<file path="config.mk">
export PLATFORM = sky130hd
export DESIGN_NAME = utcl_date
export DESIGN_NICKNAME = d
export VERILOG_FILES = /design/src/rtl/core/utcl_pkg.sv /design/src/rtl/core/utcl_date.sv
export SDC_FILE = /design/constraint.sdc
export NUM_CORES = 1
export LEC_CHECK = 0
export ABC_AREA = 1
export BUFFER_PORTS_ARGS = -buffer_cell sky130_fd_sc_hd__buf_2
export CELL_PAD_IN_SITES_DETAIL_PLACEMENT = 1
export CELL_PAD_IN_SITES_GLOBAL_PLACEMENT = 1
export CORE_ASPECT_RATIO = 1.1
export CORE_MARGIN = 1
export CORE_UTILIZATION = 50
export CTS_CLUSTER_DIAMETER = 150
export DETAILED_ROUTE_END_ITERATION = 10
export GPL_TIMING_DRIVEN = 0
export PLACE_DENSITY_LB_ADDON = 0.1
export SYNTH_ARGS = -nofsm -noshare
export SYNTH_HDL_FRONTEND = slang
export SYNTH_SLANG_ARGS = --single-unit
</file>
<file path="constraint.sdc">
create_clock -name clk -period 8.8 [get_ports clk]
set_input_delay 1.76 -clock clk [delete_from_list [all_inputs] [get_ports clk]]
set_output_delay 1.76 -clock clk [all_outputs]
set_load 0.01 [all_outputs]
</file>
<file path="src/rtl/core/utcl_pkg.sv">
// Shared types, constants and calendar helpers for the UTC to local minutes core.
// No dependencies; every other file in rtl/core imports this package.
`default_nettype none

package utcl_pkg;

    // Offset coding: biased by twelve hours, valid below twenty-six hours
    localparam logic [10:0] OFS_LIMIT = 11'(26 * 60);
    localparam logic [10:0] OFS_BIAS  = 11'(12 * 60);
    localparam logic [31:0] DST_MIN   = 32'd60;

    localparam int unsigned EPOCH_YEAR_DEF = 2000;
    localparam int unsigned ERA_YEARS_DEF  = 16;

    // Reciprocals for exact division by constants over the stated input widths
    localparam logic [27:0] RECIP_10K  = 28'd219902326;  // x / 10000, x < 2**27, shift 41
    localparam logic [27:0] RECIP_45   = 28'd190887436;  // x / 45, x < 2**27, shift 33
    localparam logic [16:0] RECIP_1461 = 17'd91868;      // x / 1461, x < 2**16, shift 27
    localparam logic [13:0] DEC_10K    = 14'd10000;
    localparam logic [15:0] DAYS_4Y    = 16'd1461;
    localparam logic [10:0] MMDD_LAST  = 11'd1231;

    localparam int unsigned DAY_W    = 22;  // 2**32 minutes / 1440
    localparam int unsigned CYC_W    = 16;  // day index inside the era plus alignment
    localparam int unsigned DATE_LAT = 6;   // day index in to mmdd out
    localparam int unsigned PIPE_LAT = DATE_LAT + 3;

    typedef struct packed {
        logic [31:0] utc_minutes;
        logic [10:0] zone_offset;
        logic [10:0] local_offset;
        logic [26:0] dst_window;
    } utcl_cmd_t;

    typedef struct packed {
        logic [31:0] local_minutes;
        logic        before_epoch;
        logic        dst_applied;
    } utcl_rsp_t;

    // Total days in the era, all years on the divisible-by-4 rule
    function automatic int unsigned era_days(input int unsigned epoch, input int unsigned era);
        int unsigned sum;
        sum = 0;
        for (int unsigned y = 0; y < era; y++)
        begin
            sum += (((epoch + y) % 4) == 0) ? 366 : 365;
        end
        return sum;
    endfunction

    // Days from the start of the leap year at or before the epoch to the epoch
    function automatic int unsigned phase_days(input int unsigned epoch);
        int unsigned p;
        p = epoch % 4;
        return (p == 0) ? 0 : 366 + 365 * (p - 1);
    endfunction

    // Day of year on which month m (0 = January) starts
    function automatic logic [8:0] month_start(input logic leap, input logic [3:0] m);
        logic [8:0] base;
        case (m)
            4'd0:    base = 9'd0;
            4'd1:    base = 9'd31;
            4'd2:    base = 9'd59;
            4'd3:    base = 9'd90;
            4'd4:    base = 9'd120;
            4'd5:    base = 9'd151;
            4'd6:    base = 9'd181;
            4'd7:    base = 9'd212;
            4'd8:    base = 9'd243;
            4'd9:    base = 9'd273;
            4'd10:   base = 9'd304;
            4'd11:   base = 9'd334;
            default: base = 9'd0;
        endcase
        return base + {8'd0, (leap && (m >= 4'd2))};
    endfunction

endpackage

`default_nettype wire

</file>
<file path="src/rtl/core/utcl_date.sv">
// Pipelined day index to decimal mmdd conversion, clamped to the era's last day.
// Depends on utcl_pkg for reciprocal constants and the month table.
`default_nettype none

module utcl_date #(
    parameter int unsigned EPOCH_YEAR = utcl_pkg::EPOCH_YEAR_DEF,
    parameter int unsigned ERA_YEARS  = utcl_pkg::ERA_YEARS_DEF
) (
    input  logic                      clk,
    input  logic [utcl_pkg::DAY_W-1:0] day,
    output logic [10:0]               mmdd
);
    import utcl_pkg::*;

    localparam int unsigned ERA_DAYS = era_days(EPOCH_YEAR, ERA_YEARS);
    localparam int unsigned PHASE    = phase_days(EPOCH_YEAR);

    logic             clamp_a_reg, clamp_b_reg, clamp_c_reg, clamp_d_reg, clamp_e_reg;
    logic [CYC_W-1:0] dp_a_reg, dp_b_reg;
    logic [32:0]      cprod_b_reg;
    logic [10:0]      rem_c_reg;
    logic             leap_d_reg;
    logic [8:0]       doy_d_reg;
    logic [3:0]       m_e_reg;
    logic [4:0]       dom_e_reg;
    logic [10:0]      mmdd_reg;

    logic [5:0]       cyc;
    logic [10:0]      rem_next;
    logic [8:0]       doy_next;
    logic [3:0]       m_next;
    logic [4:0]       dom_next;
    logic [10:0]      mmdd_next;

    always_comb
    begin
        cyc      = cprod_b_reg[32:27];
        rem_next = 11'(dp_b_reg - {10'd0, cyc} * DAYS_4Y);

        // First year of each four-year cycle is the leap year
        if (rem_c_reg < 11'd366)
            doy_next = rem_c_reg[8:0];
        else if ((rem_c_reg - 11'd366) < 11'd365)
            doy_next = 9'(rem_c_reg - 11'd366);
        else if ((rem_c_reg - 11'd366) < 11'd730)
            doy_next = 9'(rem_c_reg - 11'd731);
        else
            doy_next = 9'(rem_c_reg - 11'd1096);

        m_next = 4'd0;
        for (int k = 1; k < 12; k++)
        begin
            m_next = m_next + {3'd0, (doy_d_reg >= month_start(leap_d_reg, 4'(k)))};
        end
        dom_next = 5'(doy_d_reg - month_start(leap_d_reg, m_next));

        if (clamp_e_reg)
            mmdd_next = MMDD_LAST;
        else
            mmdd_next = {7'd0, m_e_reg} * 11'd100 + 11'd101 + {6'd0, dom_e_reg};
    end

    always_ff @(posedge clk)
    begin
        clamp_a_reg <= (day >= DAY_W'(ERA_DAYS));
        dp_a_reg    <= day[CYC_W-1:0] + CYC_W'(PHASE);

        clamp_b_reg <= clamp_a_reg;
        dp_b_reg    <= dp_a_reg;
        cprod_b_reg <= {17'd0, dp_a_reg} * {16'd0, RECIP_1461};

        clamp_c_reg <= clamp_b_reg;
        rem_c_reg   <= rem_next;

        clamp_d_reg <= clamp_c_reg;
        leap_d_reg  <= (rem_c_reg < 11'd366);
        doy_d_reg   <= doy_next;

        clamp_e_reg <= clamp_d_reg;
        m_e_reg     <= m_next;
        dom_e_reg   <= dom_next;

        mmdd_reg    <= mmdd_next;
    end

    assign mmdd = mmdd_reg;

endmodule

`default_nettype wire

</file>
==> impl_metrics.json, run 1 <==
{
  "status": "completed",
  "cts_tree": "built",
  "maxSlewViolCount": 0,
  "required_ns": 9.03,
  "num_vias": 7820,
  "ys_seq_elements": 79,
  "dr.pass1.iters": 4,
  "antenna_found_initial": 1,
  "ys.flop_type": "dfxtp_1",
  "finalNetCount": 1581,
  "gr-usage-met3": 0.0348,
  "maxCapViolations": 0,
  "crit_path_start": "leap_d_reg$_DFF_P_",
  "slowest_stage": "fa_1",
  "io_buffer_count": 33,
  "ant_nets": 0,
  "slowest_delay_ns": 0.52,
  "chipHeight_um": 153,
  "ctsResizeCount": 0,
  "coreArea_um2": 20100,
  "rsz0062_at_grt": "no",
  "reg2reg_from": "leap_d_reg$_DFF_P_",
  "netlist_area_um2": 10400,
  "grt_start_max_net_pins": 14,
  "cts_buffers": 9,
  "fin_hold_ws_ns": 0.330,
  "hp-class": "flop to flop",
  "wirelength_mm": 25.2,
  "met1_usage": 0.304,
  "synth_edf_count": 0,
  "yosysTopAreaCell": "fa_1",
  "die_w_um": 139,
  "r2r_slack_ns": 2.10,
  "grt-busiest-layer": "met2",
  "antenna_cells": 0,
  "synth_common_cells": "281 x inv_1, 195 x ha_1, 166 x nand2_1",
  "synth_cells": 1194,
  "clock_sinks": 79,
  "largest_reg_flops": 16,
  "nFillCells": 2421,
  "period_minus_slack_ns": 6.70,
  "first_iter_violations": 234,
  "drt-vias-per-instance": 5.23,
  "hpwl_mm": 21.7,
  "clk_path_buf_depth": 2,
  "grt_pass1_vias": 8942,
  "cts_setup_buffers": 0,
  "drive_gt1_frac": 0.0805,
  "period_share": 0.761,
  "die_area_um2": 21300,
  "h-tree-depth": 3,
  "met2_usage": 0.489,
  "max_freq_mhz": 149,
  "syn2layout_area_growth_pct": 7.49,
  "worst_slew_pin_slew_ns": 0.489,
  "syn_avg_cell_area_um2": 8.69,
  "cp_data_arrival_time_ns": 6.93,
  "setup_violations": 0,
  "ys_seq_area_frac": 0.152,
  "hold_violations": 0,
  "worstSkewPairLatency_ns": 0.35,
  "row_count": 54,
  "routedWlPerCell_um": 16.8,
  "routabilityCongestion": 0.866,
  "path_class": "flop to flop",
  "hp-start": "clamp_c_reg$_DFF_P_",
  "yosysMostFrequentCell": "inv_1",
  "cts_hold_buf": 0,
  "worstSetupEndpointType": "flop",
  "gr-total-overflow": 0,
  "clkTransAtPathRegs_ns": 0.07,
  "grt_pass1_wl_mm": 43.9,
  "yosys-top-cells-area": "fa_1 24%, ha_1 24%, dfxtp_1 15%",
  "pin_count": 34,
  "synthesis.nets": 1537,
  "synth_top_area_share": 0.241,
  "finClkSkew_ns": 0.00887,
  "initial_utilization": 0.517,
  "ys_async_sr_fraction": 0,
  "crit_fanout": 6,
  "grt_use_total": 0.263,
  "critPathLaunchType": "flop",
  "drc": 0,
  "cts-root-buf": "clkbuf_16",
  "slew_headroom": 0.666,
  "ys_warn_count": 0,
  "tns_ns": 0,
  "ys_types": 49
}
-- per-stage QoR --
stage	setup WS, ns	instances	util	cell area [µm²]
4_1_cts	2.02	1494	0.556	11100
3_5_place_dp	2.04	1479	0.541	10900
5_1_grt	1.68	1494	0.556	11100
6_report	2.10	1494	0.556	11100
3_3_place_gp	2.23	1479	0.541	10900
2_1_floorplan	2.71	1194	-	10400
-- placed cells by master (no fill, tap or decap), drive strengths merged --
| cell type | instances |
|---|---|
| o311ai | 2 |
| o21ai | 42 |
| a31oi | 6 |
| a21oi | 59 |
| dfxtp | 79 |
| xor2 | 33 |
| clkbuf | 11 |
| nand4 | 9 |
| o21a | 3 |
| clkinv | 4 |
| nand3b | 3 |
| o21bai | 6 |
| nand3 | 50 |
| buf | 40 |
| nor4 | 6 |
| ha | 195 |
| a41oi | 2 |
| or4 | 1 |
| nor3 | 15 |
| o211ai | 2 |
| inv | 290 |
| or2 | 4 |
| nor2 | 49 |
| o2111ai | 1 |
| a2111oi | 1 |
| bufinv | 1 |
| a21o | 6 |
| xnor2 | 15 |
| a211oi | 1 |
| o21ba | 1 |
| fa | 125 |
| a21boi | 1 |
| nand2 | 179 |
-- cell families after synthesis --
| family | count (synthesis) | synth area share |
|---|---|---|
| adder cells (fa/ha/maj) | 320 | 0.476 |
| AND/OR/NAND/NOR | 316 | 0.143 |
| buffers and inverters | 298 | 0.113 |
| AO/OA/AOI/OAI | 133 | 0.0750 |
| flip-flops | 79 | 0.152 |
| XOR/XNOR | 48 | 0.0405 |
-- metal layers --
layer | vias up | routed length, µm | part of all wire
li1 | 3833 | - | -
met1 | 3859 | 10600 | 0.42
met2 | 76 | 13300 | 0.53
met3 | 50 | 474 | 0.019
met4 | 2 | 802 | 0.032
met5 | - | 13 | 0.00052
-- path summary, 6_finish.rpt --
| kind | endpoint | cells after the start |
|---|---|---|
| worst min register to register | clamp_d_reg$_DFF_P_ | 0 |
| worst min-delay path | clamp_d_reg$_DFF_P_ | 0 |
| worst max register to register | dom_e_reg[4]$_DFF_P_ | 28 |
| worst max-delay path | dom_e_reg[4]$_DFF_P_ | 28 |
-- layout make-up --
cell class	count	area [µm²]	area share
timing repair buffer	33	165	0.0148
sequential	79	1580	0.142
buffer	8	68.8	0.00617
inverter	290	1100	0.0985
clock inverter	5	57.6	0.00516
clock buffer	10	239	0.0214
tap	252	315	0.0283
multi-input combinational	817	7620	0.684
-- critical path: cells and delay by family, from the launching register on --
kind | cells | cell delay [ns]
DFF | 1 | 0.39
and+or+nand+nor | 2 | 0.17
buffers and inverters | 7 | 0.63
adders and majority gates | 10 | 4.05
AOI/OAI and AO/OA | 7 | 1.02
xor gates and xnor gates | 2 | 0.31
Power of run 1 is left out: the tool's default activity adds up to more than one toggle a clock period on the data nets, which glitch-free logic cannot reach.
==> run 2, diff against run 1 <==
--- a/config.mk
+++ b/config.mk
@@ -11,7 +11,7 @@
 export CELL_PAD_IN_SITES_GLOBAL_PLACEMENT = 1
 export CORE_ASPECT_RATIO = 1.1
 export CORE_MARGIN = 1
-export CORE_UTILIZATION = 50
+export CORE_UTILIZATION = 45
 export CTS_CLUSTER_DIAMETER = 150
 export DETAILED_ROUTE_END_ITERATION = 10
 export GPL_TIMING_DRIVEN = 0
==> constraint.sdc (replaced) <==
create_clock -name clk -period 5.8 [get_ports clk]
set_input_delay 1.16 -clock clk [delete_from_list [all_inputs] [get_ports clk]]
set_output_delay 1.16 -clock clk [all_outputs]
set_load 0.01 [all_outputs]
==> run 2 against run 1 <==
Compared with the run above: the flow now finishes with violations (negative setup slack); register-to-register slack got worse by 2.2 ns; routed wire length is 4.0% lower; non-clock buffer count rose by 5; maximum frequency is 13% higher; count of clock-buffer cells in the layout unchanged; final area increased by 2.1%; hold slack lost 0.020 ns; setup slack got worse by 2.2 ns; highest routed layer is now met4; sequential share of layout area fell by 0.21 points.
==> impl_metrics.json, run 2 (synthesized netlist as in run 1, its figures left out) <==
{
  "clk_path_buf_depth": 2,
  "num_vias": 7656,
  "mostFrequentLayoutCell": "inv_1",
  "finalNetCount": 1586,
  "setup_violations": 1,
  "layout_common_cells": "274 x inv_1, 190 x ha_1, 164 x nand2_1",
  "violations": "negative setup slack",
  "cts_hold_buf": 0,
  "hp-class": "flop to flop",
  "cts-root-buf": "clkbuf_16",
  "cts_tree": "built",
  "critPathLaunchType": "flop",
  "grt_pass1_wl_mm": 42.2,
  "hpwl_mm": 20.5,
  "worst_slew_pin_slew_ns": 0.623,
  "status": "finished, violations left",
  "period_minus_slack_ns": 5.92,
  "clock_sinks": 79,
  "cp_data_arrival_time_ns": 6.15,
  "nFillCells": 2704,
  "coreArea_um2": 22300,
  "io_buffer_count": 33,
  "placed_area_um2": 10900,
  "row_count": 57,
  "required_ns": 6.03,
  "cts_buffers": 9,
  "path_class": "flop to flop",
  "grt_pass1_vias": 8604,
  "period_share": 1.02,
  "finClkSkew_ns": 0.0143,
  "maxCapViolations": 0,
  "initial_utilization": 0.465,
  "dr.pass1.iters": 4,
  "pin_count": 34,
  "rsz0062_at_grt": "yes",
  "max_freq_mhz": 169,
  "h-tree-depth": 3,
  "clkTransAtPathRegs_ns": 0.07,
  "maxSlewViolCount": 0,
  "chipHeight_um": 161,
  "drt-vias-per-instance": 4.96,
  "grt_start_max_net_pins": 15,
  "drive_gt1_frac": 0.112,
  "first_iter_violations": 167,
  "die_area_um2": 23700,
  "ant_nets": 0,
  "grt_use_total": 0.226,
  "routedWlPerCell_um": 15.6,
  "crit_fanout": 5,
  "drc": 0,
  "hold_violations": 0,
  "routabilityCongestion": 0.863,
  "setup_slack_ns": -0.122,
  "gr-total-overflow": 0,
  "syn2layout_area_growth_pct": 9.78,
  "slew_headroom": 0.582,
  "wirelength_mm": 24.1,
  "final-seq-area_um2": 1590,
  "worstSkewPairLatency_ns": 0.35,
  "antenna_cells": 0,
  "die_w_um": 147,
  "final_cell_area_um2": 11400,
  "multi_input_area_um2": 7730,
  "antenna_found_initial": 0,
  "largest_reg_flops": 16,
  "worstSetupEndpointType": "flop"
}
run 2: routing by layer:
metal | vias up | GRT usage | part of all wire
met5 | - | 0 | 0
met4 | 0 | 0.0625 | 0.018
met3 | 18 | 0.0223 | 0.015
met2 | 56 | 0.418 | 0.52
met1 | 3734 | 0.276 | 0.44
li1 | 3848 | - | -
run 2: area by class of cell:
type | count | share of cell area
Tap cell | 295 | 0.0324
Buffer | 7 | 0.00571
Sequential cell | 79 | 0.140
Clock inverter | 6 | 0.00813
Clock buffer | 10 | 0.0201
Inverter | 290 | 0.0967
Multi-Input combinational cell | 817 | 0.679
Timing Repair Buffer | 39 | 0.0185
run 2: path summary, 6_finish.rpt:
path                             from  depth (start not counted)                    to  slack [ns]
hold reg to reg   clamp_d_reg$_DFF_P_                          0   clamp_e_reg$_DFF_P_        0.31
setup / recovery   leap_d_reg$_DFF_P_                         25  dom_e_reg[4]$_DFF_P_       -0.12
setup reg to reg   leap_d_reg$_DFF_P_                         25  dom_e_reg[4]$_DFF_P_       -0.12
hold / removal    clamp_d_reg$_DFF_P_                          0   clamp_e_reg$_DFF_P_        0.31
run 2: metrics by stage:
stage / worst slack (ns) / TNS (ns) / std cells / util / hold WS (ns)
global placement: -0.434 / -0.606 / 1522 / 0.490 / 0.314
floorplan: 0.0454 / 0 / 1194 / - / 0.310
CTS: -0.0774 / -0.0774 / 1543 / 0.509 / 0.311
global route: -0.350 / -0.549 / 1543 / 0.510 / 0.333
detailed placement: -0.456 / -0.704 / 1522 / 0.490 / 0.318
finish: -0.122 / -0.122 / 1543 / 0.510 / 0.310
run 2: critical path, stage by stage (launching register included):
cell	delay (ns)
dfxtp_2	0.36
inv_4	0.07
ha_1	0.30
inv_1	0.08
o21bai_1	0.31
a2111oi_2	0.13
fa_1	0.51
inv_1	0.06
fa_1	0.52
inv_1	0.05
fa_1	0.50
fa_2	0.35
inv_2	0.07
fa_2	0.49
inv_2	0.12
ha_4	0.21
o21ai_2	0.12
fa_1	0.45
inv_1	0.08
ha_2	0.18
nor2_2	0.05
fa_2	0.35
nand2_2	0.09
a21oi_2	0.05
xor2_1	0.16
xor2_1	0.15
run 2: what timing repair did:
action	in CTS	in global routing
buffers inserted	6	0
pin swaps	8	2
endpoints found under the setup margin	4	5
gates resized for setup	23	8
Power of run 2 is left out for the same reason.
